File: src/rtl/rsm_pkg.sv
// ----------------------------------------------------------------------------
// rsm_pkg: shared definitions for the running sum, mean and extremes unit
// Sizes of the result fields and the sequencer state type.
// ----------------------------------------------------------------------------
`timescale 1ns / 1ps

package rsm_pkg;

    localparam int unsigned DEF_MAX_ITEMS     = 1024;
    localparam int unsigned DEF_FRACTION_BITS = 8;

    localparam int unsigned VALUE_W   = 32;
    localparam int unsigned OUT_SUM_W = 42;
    localparam int unsigned OUT_MEAN_W = 40;
    localparam int unsigned OUT_CNT_W = 11;

    localparam int unsigned RES_BITS  = OUT_SUM_W + OUT_MEAN_W + 4 * VALUE_W + OUT_CNT_W;
    localparam int unsigned RES_DATA_W = ((RES_BITS + 7) / 8) * 8;
    localparam int unsigned RES_USER_W = 2;

    typedef enum logic [1:0] {
        ST_IDLE,
        ST_LOAD,
        ST_DIV,
        ST_DONE
    } state_t;

endpackage

File: src/rtl/running_sum_mean_top_two_extremes_unit.sv
// ----------------------------------------------------------------------------
// Sequence: an ordinary item is taken as it is offered; after the last item of a
// run the sequencer goes through ST_LOAD, ST_DIV and ST_DONE, and the result is
// registered on the output from ST_DONE. The mean is formed by the one-bit-per-cycle
// restoring divider over DIV_W = 32 + clog2(MAX_ITEMS) + FRACTION_BITS bits.
// Throughput: 1 item per cycle inside a run; not ready while the mean is formed
// or while the finished result waits for the previous one to leave the output.
// Reset: asynchronous, active low; clears the run state and the result valid.
// ----------------------------------------------------------------------------
// running_sum_mean_top_two_extremes_unit
// Running sum, count, top two and bottom two of a run, with fixed-point mean.
// ----------------------------------------------------------------------------
`timescale 1ns / 1ps

module running_sum_mean_top_two_extremes_unit #(
    parameter int unsigned MAX_ITEMS     = rsm_pkg::DEF_MAX_ITEMS,
    parameter int unsigned FRACTION_BITS = rsm_pkg::DEF_FRACTION_BITS
) (
    input  logic                              clk,
    input  logic                              rst_n,
    input  logic                              s_axis_tvalid,
    output logic                              s_axis_tready,
    input  logic [rsm_pkg::VALUE_W-1:0]       s_axis_tdata,   // value
    input  logic                              s_axis_tlast,   // is_last
    output logic                              m_axis_tvalid,
    input  logic                              m_axis_tready,
    // total_sum, mean_fixed, largest, second_largest, smallest,
    // second_smallest, item_count, zero pad
    output logic [rsm_pkg::RES_DATA_W-1:0]    m_axis_tdata,
    output logic [rsm_pkg::RES_USER_W-1:0]    m_axis_tuser    // second_valid, count_overflow
);

    import rsm_pkg::*;

    localparam int unsigned CNT_W  = $clog2(MAX_ITEMS + 1);
    localparam int unsigned SUM_W  = VALUE_W + $clog2(MAX_ITEMS);
    localparam int unsigned DIV_W  = SUM_W + FRACTION_BITS;
    localparam int unsigned STEP_W = $clog2(DIV_W);
    localparam int unsigned WIDE_W = DIV_W + OUT_MEAN_W;

    state_t state_reg, state_next;

    logic signed [SUM_W-1:0]   sum_reg, sum_next;
    logic [CNT_W-1:0]          count_reg, count_next;
    logic signed [VALUE_W-1:0] top1_reg, top1_next, top2_reg, top2_next;
    logic signed [VALUE_W-1:0] bot1_reg, bot1_next, bot2_reg, bot2_next;
    logic                      drop_reg, drop_next;

    logic [DIV_W-1:0]          quo_reg, quo_next;
    logic [CNT_W-1:0]          rem_reg, rem_next;
    logic [STEP_W-1:0]         step_reg, step_next;

    logic                      out_valid_reg, out_valid_next;
    logic [RES_DATA_W-1:0]     out_data_reg;
    logic [RES_USER_W-1:0]     out_user_reg;

    logic                      in_fire;
    logic                      take_value;
    logic                      load_result;
    logic signed [VALUE_W-1:0] v;

    logic [SUM_W-1:0]          sum_mag;
    logic [CNT_W:0]            rem_shift;
    logic [CNT_W+1:0]          trial;

    logic [OUT_SUM_W+SUM_W-1:0]   sum_wide;
    logic [WIDE_W-1:0]            quo_wide;
    logic [WIDE_W-1:0]            mean_wide;
    logic [OUT_CNT_W+CNT_W-1:0]   cnt_wide;
    logic                         sv;
    logic [RES_BITS-1:0]          res_bits;
    logic [RES_DATA_W-1:0]        res_data;

    assign v           = s_axis_tdata;
    assign in_fire     = s_axis_tvalid && s_axis_tready;
    assign take_value  = in_fire && (count_reg < CNT_W'(MAX_ITEMS));
    assign load_result = (state_reg == ST_DONE) && (!out_valid_reg || m_axis_tready);

    // sequencer: next state
    always_comb
    begin
        state_next = state_reg;
        case (state_reg)
            ST_IDLE: if (in_fire && s_axis_tlast) state_next = ST_LOAD;
            ST_LOAD: state_next = ST_DIV;
            ST_DIV:  if (step_reg == '0) state_next = ST_DONE;
            ST_DONE: if (load_result) state_next = ST_IDLE;
            default: state_next = ST_IDLE;
        endcase
    end

    // sequencer: outputs
    always_comb
    begin
        s_axis_tready = 1'b0;
        case (state_reg)
            ST_IDLE: s_axis_tready = 1'b1;
            default: s_axis_tready = 1'b0;
        endcase
    end

    // run state update
    always_comb
    begin
        sum_next   = sum_reg;
        count_next = count_reg;
        top1_next  = top1_reg;
        top2_next  = top2_reg;
        bot1_next  = bot1_reg;
        bot2_next  = bot2_reg;
        drop_next  = drop_reg;
        if (load_result)
        begin
            sum_next   = '0;
            count_next = '0;
            top1_next  = '0;
            top2_next  = '0;
            bot1_next  = '0;
            bot2_next  = '0;
            drop_next  = 1'b0;
        end
        else if (take_value)
        begin
            if (count_reg == '0)
            begin
                top1_next = v;
                bot1_next = v;
            end
            else
            begin
                if (v > top1_reg)
                begin
                    top2_next = top1_reg;
                    top1_next = v;
                end
                else if (count_reg == CNT_W'(1) || v > top2_reg)
                    top2_next = v;
                if (v < bot1_reg)
                begin
                    bot2_next = bot1_reg;
                    bot1_next = v;
                end
                else if (count_reg == CNT_W'(1) || v < bot2_reg)
                    bot2_next = v;
            end
            sum_next   = sum_reg + SUM_W'(v);
            count_next = count_reg + CNT_W'(1);
        end
        else if (in_fire)
            drop_next = 1'b1;
    end

    // restoring divider, one quotient bit a cycle
    assign sum_mag   = sum_reg[SUM_W-1] ? SUM_W'(-sum_reg) : SUM_W'(sum_reg);
    assign rem_shift = {rem_reg, quo_reg[DIV_W-1]};
    assign trial     = {1'b0, rem_shift} - {2'b00, count_reg};

    always_comb
    begin
        quo_next  = quo_reg;
        rem_next  = rem_reg;
        step_next = step_reg;
        case (state_reg)
            ST_LOAD:
            begin
                quo_next  = DIV_W'(sum_mag) << FRACTION_BITS;
                rem_next  = '0;
                step_next = STEP_W'(DIV_W - 1);
            end
            ST_DIV:
            begin
                if (!trial[CNT_W+1])
                begin
                    rem_next = trial[CNT_W-1:0];
                    quo_next = {quo_reg[DIV_W-2:0], 1'b1};
                end
                else
                begin
                    rem_next = rem_shift[CNT_W-1:0];
                    quo_next = {quo_reg[DIV_W-2:0], 1'b0};
                end
                step_next = step_reg - STEP_W'(1);
            end
            default: ;
        endcase
    end

    // result assembly
    assign sv        = count_reg >= CNT_W'(2);
    assign sum_wide  = {{OUT_SUM_W{sum_reg[SUM_W-1]}}, sum_reg};
    assign quo_wide  = (count_reg == '0) ? '0 : {{OUT_MEAN_W{1'b0}}, quo_reg};
    assign mean_wide = sum_reg[SUM_W-1] ? (~quo_wide + WIDE_W'(1)) : quo_wide;
    assign cnt_wide  = {{OUT_CNT_W{1'b0}}, count_reg};
    assign res_bits  = {cnt_wide[OUT_CNT_W-1:0],
                        sv ? bot2_reg : '0,
                        bot1_reg,
                        sv ? top2_reg : '0,
                        top1_reg,
                        mean_wide[OUT_MEAN_W-1:0],
                        sum_wide[OUT_SUM_W-1:0]};
    assign res_data  = RES_DATA_W'(res_bits);

    always_comb
    begin
        out_valid_next = out_valid_reg;
        if (load_result)
            out_valid_next = 1'b1;
        else if (m_axis_tready)
            out_valid_next = 1'b0;
    end

    always_ff @(posedge clk or negedge rst_n)
    begin
        if (!rst_n)
        begin
            state_reg     <= ST_IDLE;
            sum_reg       <= '0;
            count_reg     <= '0;
            top1_reg      <= '0;
            top2_reg      <= '0;
            bot1_reg      <= '0;
            bot2_reg      <= '0;
            drop_reg      <= 1'b0;
            step_reg      <= '0;
            out_valid_reg <= 1'b0;
        end
        else
        begin
            state_reg     <= state_next;
            sum_reg       <= sum_next;
            count_reg     <= count_next;
            top1_reg      <= top1_next;
            top2_reg      <= top2_next;
            bot1_reg      <= bot1_next;
            bot2_reg      <= bot2_next;
            drop_reg      <= drop_next;
            step_reg      <= step_next;
            out_valid_reg <= out_valid_next;
        end
    end

    always_ff @(posedge clk)
    begin
        quo_reg <= quo_next;
        rem_reg <= rem_next;
        if (load_result)
        begin
            out_data_reg <= res_data;
            out_user_reg <= {drop_reg, sv};
        end
    end

    assign m_axis_tvalid = out_valid_reg;
    assign m_axis_tdata  = out_data_reg;
    assign m_axis_tuser  = out_user_reg;

    // checks
    a_last_starts_div: assert property (@(posedge clk) disable iff (!rst_n)
        (in_fire && s_axis_tlast) |=> (state_reg == ST_LOAD))
        else $error("last item did not start the mean");

    a_count_bound: assert property (@(posedge clk) disable iff (!rst_n)
        count_reg <= CNT_W'(MAX_ITEMS))
        else $error("item count beyond capacity");

    a_divisor_nonzero: assert property (@(posedge clk) disable iff (!rst_n)
        (in_fire && s_axis_tlast) |=> (count_reg != '0))
        else $error("run ended with no item counted");

    a_result_from_done: assert property (@(posedge clk) disable iff (!rst_n)
        $rose(out_valid_reg) |-> $past(state_reg == ST_DONE))
        else $error("result raised outside the done step");

endmodule

File: config.mk
export PLATFORM = sky130hd
export DESIGN_NAME = running_sum_mean_top_two_extremes_unit
export DESIGN_NICKNAME = d
export VERILOG_FILES = /design/src/rtl/rsm_pkg.sv /design/src/rtl/running_sum_mean_top_two_extremes_unit.sv
export SDC_FILE = /design/constraint.sdc
export NUM_CORES = 1
export LEC_CHECK = 0
export ABC_AREA = 1
export ABC_CLOCK_PERIOD_IN_PS = 10500
export BUFFER_PORTS_ARGS = -buffer_cell sky130_fd_sc_hd__buf_2
export CELL_PAD_IN_SITES_DETAIL_PLACEMENT = 0
export CELL_PAD_IN_SITES_GLOBAL_PLACEMENT = 1
export CORE_MARGIN = 4
export CORE_UTILIZATION = 45
export CTS_CLUSTER_DIAMETER = 50
export CTS_CLUSTER_SIZE = 24
export DETAILED_ROUTE_END_ITERATION = 8
export PLACE_DENSITY = 0.93
export SYNTH_ARGS = -nofsm -noshare
export SYNTH_HDL_FRONTEND = slang
export SYNTH_SLANG_ARGS = --single-unit
File: constraint.sdc
create_clock -name clk -period 10.5 [get_ports clk]
set_input_delay 2.1 -clock clk [delete_from_list [all_inputs] [get_ports clk]]
set_output_delay 2.1 -clock clk [all_outputs]
set_load 0.01 [all_outputs]
Word-level counts from Yosys, hierarchy flattened. Cells that the tools add are included.

Register bits: 475. Input port bits: 37. Logic and storage cells: 102.

Add/subtract/negate cells: 6. Order comparisons: 6. Eq/ne operators: 9. Mux-type cells: 40. Bitwise logic cells: 1. Reductions and logical operators: 25.

Operator list (count): 2-to-1 mux 32 bit (18); 2-to-1 mux 42 bit (3); case mux 50 bit (2 select lines) (1); 2-to-1 mux 40 bit (2); greater-than comparator 32 bit (2); less-than comparator 32 bit (2); adder 42 x 32 -> 42 bit (1); negator 42 bit (1); adder 40 x 1 -> 40 bit, second input constant (1); inverter 40 bit (1); 2-to-1 mux 11 bit (3); case mux 11 bit (2 select lines) (1); subtractor 12 x 11 -> 13 bit (1); case mux 6 bit (2 select lines) (1); nonzero test 3 bit (4); adder 11 x 1 -> 11 bit, second input constant (1); == test 11 x 1 -> 1 bit, second input constant (1); >= comparator 11 x 2 -> 1 bit, second input constant (1); logical NOT 11 bit (1); less-than comparator 11 bit, second input constant (1); AND reduction 3 bit (3); != test 2 bit, second input constant (4); case mux 2 bit (4 select lines) (1); nonzero test 2 bit (4); 12 further kinds (28).

Depth between registers and ports, before layout.
Word-level depth: 7. Depth in mapped cells: 22. Depth with buffers taken out: 20.

Least setup slack after synthesis. Ideal clock, no wire load.

Kind: input port to flip-flop. From: input m_axis_tready. To: register sum_reg[11]. Setup time: 0.426 ns. Data arrival time: 9.342 ns. Slack: 0.732 ns. Stages: 7. Path through: inv_1 nand2_1 nand2_1 inv_1 clkbuf_1 clkbuf_1 o31ai_1.

Cells in the longest elaborated chain, start to end: 3. Elaborated cells on any way between the ends: 4.

RTL lines: from (decl) (RTL line running_sum_mean_top_two_extremes_unit.sv:26) `input logic m_axis_tready,`; logical OR 1 bit * (RTL line running_sum_mean_top_two_extremes_unit.sv:77) `assign load_result = (state_reg == ST_DONE) && (!out_valid_reg || m_axis_tready);`; logical AND 1 bit * (RTL line running_sum_mean_top_two_extremes_unit.sv:77); via load_result (RTL line running_sum_mean_top_two_extremes_unit.sv:59) `logic load_result;`; 2-to-1 mux 42 bit / nonzero test 2 bit (equally long branches); to (signal assigned) (RTL line running_sum_mean_top_two_extremes_unit.sv:230) `sum_reg <= sum_next;`; to (decl) (RTL line running_sum_mean_top_two_extremes_unit.sv:43) `logic signed [SUM_W-1:0] sum_reg, sum_next;`.

The timed path passes the listed nets; every way through them passes the cells marked *. A chain may end at the register's enable or synchronous reset.

Worst setup path in the final report.
From: input s_axis_tdata[31] in the netlist's numbering. To: register bot1_reg[27].

Cells in the longest elaborated chain, start to end: 3.

RTL lines: from (decl) (RTL line running_sum_mean_top_two_extremes_unit.sv:23) `input logic [rsm_pkg::VALUE_W-1:0] s_axis_tdata,`; less-than comparator 32 bit (RTL line running_sum_mean_top_two_extremes_unit.sv:138) `if (v < bot1_reg)`; nonzero test 3 bit (no line); AND reduction 2 bit (no line); to (signal assigned) (RTL line running_sum_mean_top_two_extremes_unit.sv:234) `bot1_reg <= bot1_next;`; to (decl) (RTL line running_sum_mean_top_two_extremes_unit.sv:46) `logic signed [VALUE_W-1:0] bot1_reg, bot1_next, bot2_reg, bot2_next;`.

No other way between the ends.

==> impl_results.md <==
- CP arrival: approximately 6.2 ns
- Switch share: 47.2%
- FF-to-FF Start: bot1_reg[5]$_DFFE_PN0P_
- Layout Cells excl Fill: roughly 4.4k
- Fmax: 174 MHz
- CTS Buffer Depth: 3
- Sequential power share: 33.0%
- Setup Viol. Count Final: 0
- Area growth from synthesis to layout: 14.2%
- Post-Synthesis Cell Area: 27400 µm²
- Min-delay src: drop_reg$_DFFE_PN0P_
- Largest net degree at the start of global routing: roughly 110
- Slew @ Worst Pin: roughly 1.2 ns
- Slew Limit Fails: 0
- Crit path capture type: flop
- Starting density of the core: 45.4%
- Post-route minimum period: about 5.7 ns
- Pwr dens: roughly 340 nW/µm²
- Die area: around 65000 µm²
- Clock power frac: 17.9%
- Crit path launch type: primary input
- Ys flop type: edfxtp_1
- Clock buffer count from CTS: between 50 and 60
- WL/cell: between 15 and 20 µm
- Placed Cells: 4312
- DR iter-0 viols: around 1.7k
- Drt total wl: 80900 µm
- Total power: 10.8 mW
- Crit path max fanout: 33
- Clock Skew: 0.0322 ns
- Post-synth EDFFs: 284
- Die X: between 200 and 300 µm
- GR Util All Layers: between 20% and 30%
- Asr flop ratio synth: between 40 and 50%
- Worst-Skew Late Latency: 0.62 ns
- Pleak: 14.8 nW
- Period utilization: between 50% and 60%
- Number of routed nets with antenna violations: 0
- Crit Path Class: primary input to flop
- Via-to-Cell Ratio: between 5 and 6
- Fraction of layout instances using a drive strength above 1: between 10 and 15%
- RSZ-0062 raised after global routing: false
- Number of buffers inserted by port buffering: roughly 260
- Gate power share: approximately half
- Root buffer cell: clkbuf_16
- Initial antenna violation count: 3
- Final hold viol count: 0
- # DRC: 0
- Placer Congestion: about 0.97
- Vias in the first global route: approximately 22k
- Post-Route Setup TNS: 0 ns
- Count of different cell masters after synthesis: 52
- First-pass GRT wire length: 125000 µm
- Nets: ~3.8k
- Sink Count: around 480
- Worst hold path class: flop to flop
- # H-tree levels: 2
- FP Rows: 90
- Maxcap violations: 0
- HPWL after DPL: 59500 µm
- Mean area per synthesized cell: between 8 and 9 µm²
- Post-cts sizing count: 0
- Die height: approximately 250 µm
- Hold_ws: about 0.47 ns
- Hold_buf cts: 0
- Status: finished clean
- Synth warnings: 0
- Register-to-register setup slack: 5.97 ns
- Core box area: about 60000 µm²
- # Post-CTS Setup Buffers: 0
- Critical Path Source: s_axis_tdata[31]
- Worst EP required: between 10 and 15 ns
- NetSw: slightly above 5 mW
- I/O pin cnt: between 200 and 300
- Routed via count: around 23k
- Synth Instances: 3348
- Number of flip-flops in the largest register: between 200 and 250
- Peak supply drop: between 0.2 and 0.25 mV
- DR pass1 iterations: 6
- CTS clk-pin slew, worst paths: approximately 0.070 ns
- Seq/Total Area, Yosys: 48.6%
- Gr ovfl total: 0
- CTS tree: done
- P_int: approximately 5.7 mW
- Slew HR: 20.0%
- Seq cells post-synth: between 400 and 500
==> layout by cell type (no fill, tap or decap), types with 9 or more instances in the layout <==
master       n
a21oi_1    166
a31oi_1     11
buf_2      260
buf_4       24
clkbuf_16   52
dfrtp_1    190
edfxtp_1   284
ha_1       186
inv_1      367
inv_8       11
nand2_1    932
nand3_1    207
nand4_1     29
nor2_1     463
nor3_1      30
o21a_1       9
o21ai_0    171
o21ai_1     20
o22ai_1     16
o31ai_1     12
xnor2_1     23
xor2_1      33
==> power by group through the flow <==
stage	logic, mW	registers (mW)	clock network, mW
finish	5.29	3.55	1.92
global route	6.00	3.62	2.03
CTS	5.29	3.54	1.96
detailed placement	5.25	3.57	0
global placement	5.18	3.56	0
floorplan	3.66	3.56	0
==> final cells by class <==
type / count / area [µm²]
fill: 5649 / 29000
clock buffer: 60 / 1370
inverter: 376 / 1420
multi-input combinational: 2394 / 12200
antenna: 1 / 2.50
sequential: 475 / 13300
timing repair buffer: 285 / 1500
clock inverter: 36 / 444
tap: 782 / 978
==> cell families (layout without fill, tap and decap cells) <==
| logic type | Yosys count | in the layout | synth area share, % |
|---|---|---|---|
| buffers and inverters | 481 | 757 | 6.84 |
| AND/OR/NAND/NOR | 1703 | 1703 | 25.2 |
| other | 1 | 4 | 0.0137 |
| XOR/XNOR | 56 | 56 | 1.79 |
| AO/OA/AOI/OAI | 442 | 442 | 8.77 |
| adder cells (fa/ha/maj) | 190 | 190 | 8.74 |
| flip-flops | 475 | 475 | 48.6 |
==> critical path, cell delays in order <==
cell,delay [ns]
buf_2,0.37
ha_1,0.37
nand2_1,0.11
nor2_1,0.05
nor2_1,0.08
nand3_1,0.08
a21oi_1,0.20
nand2_1,0.11
nand2_1,0.85
nand2_1,0.20
nand3_1,0.13
buf_4,0.37
nand2_1,0.82
nand2_1,0.27
nand2_1,0.07
==> layer usage <==
| metal | track usage, % | share of wire (%) |
|---|---|---|
| met5 | 0 | 0.027 |
| met4 | 7.90 | 3.1 |
| met3 | 3.52 | 6.5 |
| met2 | 39.6 | 46 |
| met1 | 34.6 | 45 |
==> metrics by stage <==
step | setup WS (ns) | cell area [µm²] | utilization (%)
6_report | 4.75 | 31200 | 51.8
5_1_grt | 4.30 | 31200 | 51.8
4_1_cts | 4.77 | 31200 | 51.8
3_5_place_dp | 4.13 | 29400 | 48.8
3_3_place_gp | 4.26 | 29400 | 48.8
2_1_floorplan | 0.732 | 27400 | -
==> path summary, 6_finish.rpt <==
path                                              to  cells after the start
setup / recovery            bot1_reg[27]$_DFFE_PN0P_                     15
hold / removal             m_axis_tuser[1]$_DFFE_PP_                      0
setup reg to reg            bot1_reg[27]$_DFFE_PN0P_                     17
hold reg to reg            m_axis_tuser[1]$_DFFE_PP_                      0
max in group asynchronous   state_reg[1]$_DFFE_PN0P_                      2
min in group asynchronous   top1_reg[15]$_DFFE_PN0P_                      1
==> synthesized netlist by cell type, types with 2 or more instances <==
library cell | number | share of area (%)
nand2_1 | 934 | 13
o211ai_1 | 8 | 0.22
nor4_1 | 4 | 0.091
nand3b_1 | 6 | 0.16
o31ai_1 | 12 | 0.33
a31oi_1 | 11 | 0.25
nor3_2 | 3 | 0.11
xnor2_1 | 23 | 0.74
inv_1 | 368 | 5.0
nand3_1 | 208 | 3.8
and2_1 | 2 | 0.046
nor2_4 | 2 | 0.082
fa_1 | 2 | 0.15
buf_1 | 18 | 0.25
nand4_1 | 29 | 0.66
a21boi_0 | 6 | 0.16
xor2_1 | 33 | 1.1
clkinv_1 | 2 | 0.027
a21o_1 | 8 | 0.22
ha_1 | 188 | 8.6
clkbuf_1 | 57 | 0.78
inv_2 | 5 | 0.069
o21ai_0 | 171 | 3.1
edfxtp_1 | 284 | 31
dfrtp_1 | 191 | 17
nor2_1 | 463 | 6.4
buf_4 | 3 | 0.082
nand2_2 | 3 | 0.069
or2_2 | 7 | 0.16
o21bai_1 | 7 | 0.19
nor2_2 | 7 | 0.16
buf_2 | 24 | 0.44
o22ai_1 | 16 | 0.37
nor3_1 | 30 | 0.55
o21ai_1 | 20 | 0.37
a21oi_2 | 2 | 0.064
a21oi_1 | 166 | 3.0
o21a_1 | 9 | 0.25
buf_6 | 3 | 0.12
No activity file was read; power rests on OpenSTA's default activity.
